==> src/rtl/mer_pkg.sv <==
// Package for the midpoint ellipse rasterizer.
// Shared constants and the request struct between sequencer and pixel emitter.
// No dependencies.
`default_nettype none

package mer_pkg;

  // default radius width
  localparam int COORD_BITS_DEF = 10;

  // fixed field widths
  localparam int CENTER_W = 10;
  localparam int PIX_W    = 12;
  localparam int CFG_IDX_W = 1;

  // configuration register indexes
  localparam logic [CFG_IDX_W-1:0] REG_CENTER_X = 1'b0;
  localparam logic [CFG_IDX_W-1:0] REG_CENTER_Y = 1'b1;

  // reset values of the centre registers
  localparam logic [CENTER_W-1:0] CENTER_X_RST = 10'd512;
  localparam logic [CENTER_W-1:0] CENTER_Y_RST = 10'd384;

  // command codes
  localparam logic CMD_START = 1'b0;
  localparam logic CMD_STEP  = 1'b1;

  // sequencer to emitter handoff
  typedef struct packed {
    logic valid;   // a new point is offered
    logic done;    // point closes the ellipse
  } mer_req_t;

endpackage

`default_nettype wire

==> src/rtl/mer_in_if.sv <==
// Input channel of the ellipse rasterizer: valid/ready plus command and radii.
// Depends on mer_pkg for the default radius width.
`default_nettype none

interface mer_in_if import mer_pkg::*; #(parameter int COORD_BITS = COORD_BITS_DEF);
  logic                  valid;
  logic                  ready;
  logic                  command;
  logic [COORD_BITS-1:0] radius_x;
  logic [COORD_BITS-1:0] radius_y;

  modport source (output valid, command, radius_x, radius_y, input ready);
  modport sink   (input valid, command, radius_x, radius_y, output ready);
endinterface

`default_nettype wire

==> src/rtl/mer_mul.sv <==
// Shared unsigned multiplier with a registered product.
// Depends on mer_pkg for the default operand width; no submodules.
`default_nettype none

module mer_mul import mer_pkg::*; #(
  parameter int OP_W = 2 * COORD_BITS_DEF + 4
) (
  input  wire logic                  clk,
  input  wire logic [OP_W-1:0]       op_a,
  input  wire logic [OP_W-1:0]       op_b,
  output      logic [2*OP_W-1:0]     prod_r
);

  // registered product: it lands in the cycle after the operands
  always_ff @(posedge clk) begin
    prod_r <= op_a * op_b;
  end

endmodule

`default_nettype wire

==> src/rtl/mer_core.sv <==
// Sequencer and decision datapath of the ellipse rasterizer.
// Depends on mer_pkg, mer_in_if and the shared multiplier mer_mul.
`default_nettype none

module mer_core import mer_pkg::*; #(
  parameter int COORD_BITS = COORD_BITS_DEF
) (
  input  wire logic                  clk,
  input  wire logic                  rst_n,
  mer_in_if.sink                     in_if,
  output      mer_req_t              req,
  output      logic [COORD_BITS:0]   point_x,
  output      logic [COORD_BITS-1:0] point_y,
  input  wire logic                  emit_ready
);

  localparam int N   = COORD_BITS;
  localparam int XW  = N + 1;          // point x
  localparam int SQW = 2 * N;          // squared radii
  localparam int TW  = 3 * N + 3;      // 2*ry^2*x and 2*rx^2*y
  localparam int MW  = 2 * N + 4;      // multiplier operand
  localparam int PW  = 2 * MW;         // multiplier product
  localparam int DW  = 4 * N + 6;      // decision, 4x the published value

  // sequencer states
  localparam logic [3:0] S_IDLE = 4'd0;
  localparam logic [3:0] S_ST0  = 4'd1;   // rx*rx
  localparam logic [3:0] S_ST1  = 4'd2;   // ry*ry
  localparam logic [3:0] S_ST2  = 4'd3;   // rx^2*ry
  localparam logic [3:0] S_ST3  = 4'd4;   // initial decision
  localparam logic [3:0] S_CHK  = 4'd5;   // region test
  localparam logic [3:0] S_R0   = 4'd6;   // t*t
  localparam logic [3:0] S_R1   = 4'd7;   // ry^2*t^2
  localparam logic [3:0] S_R2   = 4'd8;   // u*u
  localparam logic [3:0] S_R3   = 4'd9;   // rx^2*u^2
  localparam logic [3:0] S_R4   = 4'd10;  // rx^2*ry^2
  localparam logic [3:0] S_R5   = 4'd11;  // region-2 decision ready
  localparam logic [3:0] S_UPD  = 4'd12;  // one step of the walk
  localparam logic [3:0] S_EMIT = 4'd13;  // hand point to emitter

  logic [3:0]           state_r, state_nxt;
  logic                 active_r, active_nxt;
  logic                 reg2_r, reg2_nxt;
  logic                 done_r, done_nxt;
  logic [N-1:0]         rx_r, rx_nxt;
  logic [XW-1:0]        x_r, x_nxt;
  logic [N-1:0]         y_r, y_nxt;
  logic [SQW-1:0]       a2_r, a2_nxt;
  logic [SQW-1:0]       b2_r, b2_nxt;
  logic [TW-1:0]        tx_r, tx_nxt;
  logic [TW-1:0]        ty_r, ty_nxt;
  logic signed [DW-1:0] dec_r, dec_nxt;

  logic [MW-1:0] op_a, op_b;
  logic [PW-1:0] prod_r;

  logic                 accept;
  logic [TW-1:0]        tx_inc, ty_dec;
  logic signed [DW-1:0] s_a2, s_b2, s_txi, s_tyd, s_prod;

  mer_mul #(.OP_W(MW)) u_mul (
    .clk    (clk),
    .op_a   (op_a),
    .op_b   (op_b),
    .prod_r (prod_r)
  );

  assign in_if.ready = (state_r == S_IDLE);
  assign accept      = in_if.valid && in_if.ready;

  // multiplier operand select
  always_comb begin
    op_a = '0;
    op_b = '0;
    case (state_r)
      S_ST0: begin op_a = MW'(rx_r);              op_b = MW'(rx_r); end
      S_ST1: begin op_a = MW'(y_r);               op_b = MW'(y_r); end
      S_ST2: begin op_a = MW'(a2_r);              op_b = MW'(y_r); end
      S_R0:  begin op_a = MW'({x_r, 1'b1});       op_b = MW'({x_r, 1'b1}); end
      S_R1:  begin op_a = MW'(b2_r);              op_b = prod_r[MW-1:0]; end
      S_R2:  begin op_a = MW'(y_r - N'(1));       op_b = MW'(y_r - N'(1)); end
      S_R3:  begin op_a = MW'(a2_r);              op_b = prod_r[MW-1:0]; end
      S_R4:  begin op_a = MW'(a2_r);              op_b = MW'(b2_r); end
      default: begin
        op_a = '0;
        op_b = '0;
      end
    endcase
  end

  // step increments
  always_comb begin
    tx_inc = tx_r + (TW'(b2_r) << 1);
    ty_dec = ty_r - (TW'(a2_r) << 1);
    s_a2   = $signed(DW'(a2_r));
    s_b2   = $signed(DW'(b2_r));
    s_txi  = $signed(DW'(tx_inc));
    s_tyd  = $signed(DW'(ty_dec));
    s_prod = $signed(prod_r[DW-1:0]);
  end

  // sequencer and datapath next state
  always_comb begin
    state_nxt  = state_r;
    active_nxt = active_r;
    reg2_nxt   = reg2_r;
    done_nxt   = done_r;
    rx_nxt     = rx_r;
    x_nxt      = x_r;
    y_nxt      = y_r;
    a2_nxt     = a2_r;
    b2_nxt     = b2_r;
    tx_nxt     = tx_r;
    ty_nxt     = ty_r;
    dec_nxt    = dec_r;
    case (state_r)
      S_IDLE: begin
        if (accept) begin
          if (in_if.command == CMD_START) begin
            rx_nxt     = in_if.radius_x;
            y_nxt      = in_if.radius_y;
            x_nxt      = '0;
            tx_nxt     = '0;
            reg2_nxt   = 1'b0;
            active_nxt = (in_if.radius_y != '0);
            state_nxt  = S_ST0;
          end else if (active_r) begin
            if (y_r == '0) active_nxt = 1'b0;
            else state_nxt = S_CHK;
          end
        end
      end
      S_ST0: state_nxt = S_ST1;
      S_ST1: begin
        a2_nxt    = prod_r[SQW-1:0];
        state_nxt = S_ST2;
      end
      S_ST2: begin
        b2_nxt    = prod_r[SQW-1:0];
        state_nxt = S_ST3;
      end
      S_ST3: begin
        // 4*ry^2 - 4*rx^2*ry + rx^2
        ty_nxt    = TW'(prod_r) << 1;
        dec_nxt   = (s_b2 <<< 2) - (s_prod <<< 2) + s_a2;
        state_nxt = S_IDLE;
      end
      S_CHK: begin
        if (!reg2_r && (tx_r >= ty_r)) state_nxt = S_R0;
        else state_nxt = S_UPD;
      end
      S_R0: state_nxt = S_R1;
      S_R1: state_nxt = S_R2;
      S_R2: begin
        dec_nxt   = s_prod;
        state_nxt = S_R3;
      end
      S_R3: state_nxt = S_R4;
      S_R4: begin
        dec_nxt   = dec_r + (s_prod <<< 2);
        state_nxt = S_R5;
      end
      S_R5: begin
        dec_nxt   = dec_r - (s_prod <<< 2);
        reg2_nxt  = 1'b1;
        state_nxt = S_UPD;
      end
      S_UPD: begin
        if (!reg2_r) begin
          x_nxt  = x_r + XW'(1);
          tx_nxt = tx_inc;
          if (dec_r < 0) begin
            dec_nxt = dec_r + ((s_b2 + s_txi) <<< 2);
          end else begin
            y_nxt   = y_r - N'(1);
            ty_nxt  = ty_dec;
            dec_nxt = dec_r + ((s_b2 + s_txi - s_tyd) <<< 2);
          end
        end else begin
          y_nxt  = y_r - N'(1);
          ty_nxt = ty_dec;
          if (dec_r > 0) begin
            dec_nxt = dec_r + ((s_a2 - s_tyd) <<< 2);
          end else begin
            x_nxt   = x_r + XW'(1);
            tx_nxt  = tx_inc;
            dec_nxt = dec_r + ((s_a2 - s_tyd + s_txi) <<< 2);
          end
        end
        done_nxt = (y_nxt == '0);
        if (y_nxt == '0) active_nxt = 1'b0;
        state_nxt = S_EMIT;
      end
      S_EMIT: begin
        if (emit_ready) state_nxt = S_IDLE;
      end
      default: state_nxt = S_IDLE;
    endcase
  end

  // control registers
  always_ff @(posedge clk) begin
    if (!rst_n) begin
      state_r  <= S_IDLE;
      active_r <= 1'b0;
      reg2_r   <= 1'b0;
    end else begin
      state_r  <= state_nxt;
      active_r <= active_nxt;
      reg2_r   <= reg2_nxt;
    end
  end

  // datapath registers
  always_ff @(posedge clk) begin
    done_r <= done_nxt;
    rx_r   <= rx_nxt;
    x_r    <= x_nxt;
    y_r    <= y_nxt;
    a2_r   <= a2_nxt;
    b2_r   <= b2_nxt;
    tx_r   <= tx_nxt;
    ty_r   <= ty_nxt;
    dec_r  <= dec_nxt;
  end

  assign req.valid = (state_r == S_EMIT);
  assign req.done  = done_r;
  assign point_x   = x_r;
  assign point_y   = y_r;

endmodule

`default_nettype wire

==> src/flat_wrapper.sv <==
// flat-port wrapper written by rule: the top's interface ports become plain ports
module mer_core_flat import mer_pkg::*;
#(
  parameter int COORD_BITS = COORD_BITS_DEF
)
  (clk, rst_n, req, point_x, point_y, emit_ready, in_if_valid, in_if_command, in_if_radius_x, in_if_radius_y, in_if_ready);
  mer_in_if #(.COORD_BITS(COORD_BITS)) in_if_i ();
  input  wire logic clk;
  input  wire logic rst_n;
  output      mer_req_t req;
  output      logic [COORD_BITS:0] point_x;
  output      logic [COORD_BITS-1:0] point_y;
  input  wire logic emit_ready;
  input wire logic [$bits(in_if_i.valid)-1:0] in_if_valid;
  input wire logic [$bits(in_if_i.command)-1:0] in_if_command;
  input wire logic [$bits(in_if_i.radius_x)-1:0] in_if_radius_x;
  input wire logic [$bits(in_if_i.radius_y)-1:0] in_if_radius_y;
  output wire logic [$bits(in_if_i.ready)-1:0] in_if_ready;
  assign in_if_i.valid = in_if_valid;
  assign in_if_i.command = in_if_command;
  assign in_if_i.radius_x = in_if_radius_x;
  assign in_if_i.radius_y = in_if_radius_y;
  assign in_if_ready = in_if_i.ready;
  mer_core #(.COORD_BITS(COORD_BITS)) u_core (.clk(clk), .rst_n(rst_n), .in_if(in_if_i), .req(req), .point_x(point_x), .point_y(point_y), .emit_ready(emit_ready));
endmodule
==> config.mk <==
export PLATFORM = sky130hd
export DESIGN_NAME = mer_core_flat
export DESIGN_NICKNAME = d
export VERILOG_FILES = /design/src/rtl/mer_pkg.sv /design/src/rtl/mer_in_if.sv /design/src/rtl/mer_mul.sv /design/src/rtl/mer_core.sv /design/src/flat_wrapper.sv
export SDC_FILE = /design/constraint.sdc
export NUM_CORES = 2
export LEC_CHECK = 0
export CAP_MARGIN = 40
export CORE_MARGIN = 2
export CORE_UTILIZATION = 63
export CTS_CLUSTER_DIAMETER = 200
export DETAILED_ROUTE_END_ITERATION = 12
export DONT_BUFFER_PORTS = 1
export GPL_TIMING_DRIVEN = 0
export PLACE_DENSITY_LB_ADDON = 0.1
export REMOVE_ABC_BUFFERS = 1
export SYNTH_ARGS = -nofsm -noshare
export SYNTH_HDL_FRONTEND = slang
export SYNTH_SLANG_ARGS = --single-unit
==> constraint.sdc <==
create_clock -name clk -period 18.7 [get_ports clk]
set_input_delay 3.74 -clock clk [delete_from_list [all_inputs] [get_ports clk]]
set_output_delay 3.74 -clock clk [all_outputs]
set_load 0.01 [all_outputs]
Yosys cells after proc, flatten, opt, wreduce, memory -nomap -nowiden
Index checks and enable logic that the tools add are counted.
{ "op_classes": {"add_sub_neg": 17, "n_mul": 1, "magnitude_cmp": 3, "eq_ne": 21, "mux": 41, "bitwise_logic": 1, "reduce_logical": 21} }
{ "ops": {"columns": ["op", "n"], "rows": [
  ["24-bit case mux with 6 select lines", 2],
  ["46-bit adder", 5],
  ["46-bit case mux with 5 select lines", 1],
  ["33-bit two-way mux", 6],
  ["46-bit two-way mux", 3],
  ["33-bit case mux with 2 select lines", 2],
  ["4-bit case mux with 13 select lines", 1],
  ["10-bit two-way mux", 5],
  ["46-bit by 21-bit adder with 46-bit output", 1],
  ["46-bit by 1-bit greater-than comparator with 1-bit output (second input constant)", 1],
  ["46-bit by 1-bit less-than comparator with 1-bit output (second input constant)", 1],
  ["24-bit by 24-bit multiplier with 46-bit output", 1],
  ["23-bit by 46-bit subtractor with 46-bit output", 1],
  ["46-bit subtractor", 1],
  ["44-bit by 34-bit adder with 44-bit output", 1],
  ["11-bit two-way mux", 4],
  ["44-bit by 34-bit subtractor with 44-bit output", 1],
  ["20-bit by 33-bit adder with 34-bit output", 1],
  ["20-bit by 33-bit subtractor with 34-bit output", 1],
  ["33-bit by 21-bit adder with 33-bit output", 1],
  ["33-bit greater-or-equal comparator", 1],
  ["33-bit by 21-bit subtractor with 33-bit output", 1],
  ["4-bit equality test (second input constant)", 6],
  ["4-bit two-way mux", 6],
  ["other kinds (27)", 51]
]} }
{ "totals": {"register_bits": 236, "in_bits": 25, "output_inout_bits": 24, "elab_cells": 118} }

Logic depth before layout (Yosys ltp)
{ "depth": {"word_depth": 7, "mapped_depth": 45, "mapped_depth_nobuf": 45} }

Modules after synthesis
From an unflattened synthesis, not the netlist that was laid out.
{ "hier_totals": {"cells_unflattened": 5414, "hier_area_um2": 45557.4} }
{ "by_module_without_submodules": {"columns": ["mod", "n_inst", "cells_each", "area_each_um2", "seq_area_each_um2"], "rows": [
  ["mer_core", 1, 3198, 25486.9, 5585.4],
  ["mer_mul", 1, 2216, 20070.5, 960.9]
]} }

Least setup slack after synthesis
Ideal clock, no wire load.
{ "synth_path": {"path_type": "reg2reg", "startpoint": "register u_core.y_r[0] (netlist: u_core.point_y[0])", "endpoint": "register u_core.u_mul.prod_r[44]", "setup_time_ps": 127, "arrival_time_ps": 8956, "setup_slack_ps": 9617, "path_stages_with_launch": 34, "n_path_buf": 2, "period_less_slack_ps": 9083, "path_cell_list": "edfxtp_1 -> inv_1 -> ha_1 -> nand3_1 -> nor3_1 -> nand3_1 -> inv_1 -> clkbuf_1 -> a221o_1 -> clkbuf_1 -> nand2_1 -> fa_1 -> inv_1 -> fa_1 -> inv_1 -> fa_1 -> inv_1 -> fa_1 -> inv_1 -> fa_1 -> fa_1 -> inv_1 -> fa_1 -> ha_1 -> a21o_1 -> a21oi_1 -> nand3b_1 -> nor3_1 -> o31ai_1 -> a211oi_1 -> o21bai_1 -> a211oi_1 -> o21ai_0 -> xor2_1"} }
{ "synth_between": {"elab_chain_cells": 3} }
{ "synth_lines": {"columns": ["item", "line", "text"], "rows": [
  ["start: declaration", "mer_core.sv:47", "logic [N-1:0] y_r, y_nxt;"],
  ["start signal: assignment", "mer_core.sv:219", "y_r <= y_nxt;"],
  ["10-bit by 1-bit subtractor with 11-bit output", "mer_core.sv:81", "S_R2: begin op_a = MW'(y_r - N'(1)); op_b = MW'(y_r - N'(1)); end"],
  ["24-bit case mux with 6 select lines", "mer_core.sv:75", "case (state_r)"],
  ["24-bit by 24-bit multiplier with 46-bit output *", "mer_mul.sv:16", "prod_r <= op_a * op_b;"],
  ["end signal: assignment", "mer_mul.sv:16", null],
  ["end: declaration", "mer_mul.sv:11", "output logic [2*OP_W-1:0] prod_r"]
]} }
Every way passes the cells marked *; elsewhere a longest branch is shown, timed or not.
A chain may end at the register's enable or synchronous reset.

Final worst setup path
{ "layout_path": {"startpoint": "register u_core.state_r[3]", "endpoint": "register u_core.u_mul.prod_r[44]"} }
{ "layout_between": {"elab_chain_cells": 4} }
{ "layout_lines": {"columns": ["item", "line", "text"], "rows": [
  ["start: declaration", "mer_core.sv:41", "logic [3:0] state_r, state_nxt;"],
  ["start signal: assignment", "mer_core.sv:208", "state_r <= state_nxt;"],
  ["4-bit by 2-bit equality test with 1-bit output, or another cell as far along", "mer_core.sv:75", null],
  ["3-bit OR reduction (no line) or 2-bit OR reduction (tied branches)", null, null],
  ["24-bit case mux with 6 select lines", "mer_core.sv:75", null],
  ["24-bit by 24-bit multiplier with 46-bit output *", "mer_mul.sv:16", null]
]} }
Marks and branches as above.

==> key figures <==
Setup path
  • Most frequent cell on the critical path: fa_1
  • Startpoint Class: flop
  • CP peak stage delay: 0.93 ns
  • Crit path max-delay cell type: dfxtp_1
  • Arr. time, crit path: 13.19 ns
  • Worst Path Max Fanout: 24
  • CP Capture Type: flop
  • Worst EP required: 19.13 ns
  • Kind of critical path: flop to flop

Final layout
  • Area grow syn2layout: 6.20%
  • Post-Route Utilization: 67.8%
  • FILL cells: 5,759
  • Nets: 6,027
  • Ratio of cells with drive above 1 in the final layout: 4.99%

STA
  • Slew margin rel.: 33.0%
  • Crit share post-route: 68.3%
  • Final setup fails: 0
  • Min Clock Period, post-route: 12.77 ns
  • Final hold viol count: 0
  • Fmax: 78.3 MHz
  • RSZ-0062 raised after global routing: false
  • Worst-Margin Slew: 1.01 ns
  • Worst setup margin: 5.93 ns
  • Clk_skew: 0.0319 ns
  • WHS: 0.536 ns
  • Final count of pins violating max slew: 0

Global routing
  • Largest net degree at the start of global routing: 69
  • Grt ovf: 0
  • First-pass GRT wire length: 216,000 um
  • Gr usage total: 39.0%
  • Initial antenna violation count: 1
  • Vias in the first global route: 38.9k

Synthesis
  • Count leader, synth: inv_1
  • Largest cells by area after synthesis: fa_1 (23%), edfxtp_1 (12%), ha_1 (11%), inv_1 (6.1%), nand2_1 (5.5%)
  • Cell taking the most area after synthesis: fa_1
  • Async SR Flop Fraction: 0%
  • EDFF count, synth: 182
  • FF+latch count, synth: 234
  • Synth cell types: 110
  • Top FF cell, synth: edfxtp_1
  • Synth top area share: 22.8%
  • Post-synthesis instance area: 43,800 um^2
  • Mapped Cells: 5,209
  • Most instantiated cells after synthesis: inv_1 (712), nand2_1 (638), fa_1 (500)
  • Yosys Warn Count: 0
  • Sequential cell area fraction in the yosys report: 14.8%
  • Syn avg cell area: 8.42 um^2

Power
  • Switching fraction of total power: 52.4%
  • Clk network pwr share: 10.3%
  • Combinational share of power: 74.3%
  • Worst vdd ir: 0.000104 V
  • Pwr/cell area: 124 nW/um^2
  • P_leak: 20.5 nW
  • Sequential share of power: 15.3%
  • Pint: 2.76 mW
  • Design Power: 5.79 mW
  • NetSw: 3.03 mW

Floorplan
  • Initial Util: 63.8%
  • Core ar.: 68,700 um^2
  • Die Wd: 268 um
  • DIE AREA: 71,700 um^2
  • Die Y: 268 um
  • Row count: 96
  • Top Ports: 49

Route
  • DR WL met2: 64,400 um
  • Routed Antenna Nets: 0
  • Uppermost layer routed: met4
  • Drt initial violations: 3,916
  • Via count: 38.5k
  • Drt pass-1 iters: 9
  • Metal-1 WL: 52,400 um
  • Vias per Instance: 6.36
  • Detailed-route DRC error count: 0
  • WL final: 138,000 um
  • Routed len/inst: 22.7 um
  • Routed wl met3: 12,700 um

CTS
  • CTS sink cnt: 234
  • Setup Buffers After CTS: 0
  • TritonCTS clock tree: done
  • Clock Latency Late Sink: 0.62 ns
  • Hold buffers post-CTS: 0
  • CTS Buffer Depth: 3
  • Clk slew on worst S/H paths: 0.06 ns
  • H-tree levels: 1
  • Post-cts sizing count: 0
  • TritonCTS buffer count: 29
  • Clock root buffer master: clkbuf_16

Placement
  • HPWL after DPL: 112,000 um
  • I/O Buffers: 0
  • GPL Wtd Cong: 1.00
  • Pre-CTS setup slack: 6.34 ns

Hold path
  • Hold crit path type: flop to flop

Job
  • Max Cap Violations: 0

Status
  • Status: finished clean
==> cell type report <==
cell class                 instances  area, um^2  area share [%]
antenna                            1        2.50         0.00537
clock buffer                      31         764            1.64
clock inverter                    23         218           0.468
inverter                         714        2680            5.76
multi-input combinational       4031       33900            72.7
sequential                       234        6510            14.0
tap                              931        1160            2.50
timing repair buffer              96        1370            2.93
==> power groups by stage <==
stage                     registers, mW  clock network (mW)  logic, mW
final                             0.888               0.598       4.30
after global routing              0.894               0.617       4.73
after CTS                         0.877               0.601       4.20
after detailed placement          0.888                   0       4.16
after global placement            0.895                   0       3.99
after floorplan                   0.815                   0       3.15
==> registers in the layout (all words and copies together), names as in the netlist <==
| signal | count |
|---|---|
| u_core.active_r | 1 |
| u_core.reg2_r | 1 |
| u_core.b2_r | 20 |
| u_core.dec_r | 46 |
| u_core.point_x | 11 |
| u_core.rx_r | 10 |
| u_core.u_mul.prod_r | 46 |
| u_core.point_y | 10 |
| u_core.ty_r | 32 |
| u_core.done_r | 1 |
| u_core.tx_r | 32 |
| u_core.a2_r | 20 |
| u_core.state_r | 4 |
==> through the flow <==
stage | std cells | instance area [um^2] | setup TNS [ns]
after floorplan | 4979 | 42900 | 0
after global placement | 5910 | 44100 | -23.94
after detailed placement | 6002 | 45600 | 0
after CTS | 6056 | 46500 | 0
after global routing | 6060 | 46600 | 0
final | 6061 | 46600 | 0
==> critical path: cells and delay by family, from the launching register on <==
kind / cells / cell delay, ns
DFF: 1 / 0.93
buffers and inverters: 7 / 1.68
AOI/OAI and AO/OA: 7 / 2.22
xor gates and xnor gates: 1 / 0.51
and+or+nand+nor: 8 / 3.27
adders and majority gates: 8 / 3.93
==> cells in the final DEF, fill, tap and decap left out, types with 17 or more instances in the layout <==
cell	synthesis	routed
nor4_1	41	40
nand2b_1	54	54
nand4_1	31	31
dfxtp_1	52	52
and3_1	40	40
a31oi_1	40	40
mux2i_1	17	17
edfxtp_1	182	182
inv_1	712	711
nor2_1	325	321
nor2b_1	67	66
clkbuf_16	0	30
a21oi_1	276	274
fa_1	500	500
a211oi_1	59	59
buf_4	2	19
and2_1	87	87
buf_8	0	40
o21bai_1	29	29
a21o_1	115	115
a22oi_1	41	41
o211ai_1	28	28
or2_2	28	28
or3_1	25	25
xor2_1	120	120
a221o_1	30	30
o21ai_0	256	255
o31ai_1	18	18
nand3_1	93	92
o21a_1	44	44
ha_1	396	396
nor3_1	88	85
nand2_1	638	638
xnor2_1	246	246
==> path summary, 6_finish.rpt <==
path | from | to | slack [ns] | cells after the start
worst max-delay path | u_core.state_r[3]$_SDFFE_PN0P_ | u_core.u_mul.prod_r[44]$_DFF_P_ | 5.93 | 31
worst min-delay path | u_core.active_r$_SDFFE_PN0P_ | u_core.active_r$_SDFFE_PN0P_ | 0.54 | 2
worst max register to register | u_core.state_r[3]$_SDFFE_PN0P_ | u_core.u_mul.prod_r[44]$_DFF_P_ | 5.93 | 31
worst min register to register | u_core.active_r$_SDFFE_PN0P_ | u_core.active_r$_SDFFE_PN0P_ | 0.54 | 2
==> layer usage <==
metal / up-vias / track usage (%)
met5: - / 0
met4: 0 / 20.2
met3: 428 / 5.07
met2: 1932 / 65.2
met1: 18700 / 49.7
li1: 17500 / -
==> kinds of logic (layout without fill, tap and decap cells) <==
logic type	after synthesis	count (layout)	share of synthesized area, %
compound gates	1139	1139	17.3
xor+xnor	367	367	7.35
fa+ha+maj	906	906	34.4
buf+inv	944	864	8.23
flops	234	234	14.8
mux	20	20	0.465
other cells	0	1	0
simple gates	1599	1599	17.4
No activity file was read; power rests on OpenSTA's default activity.
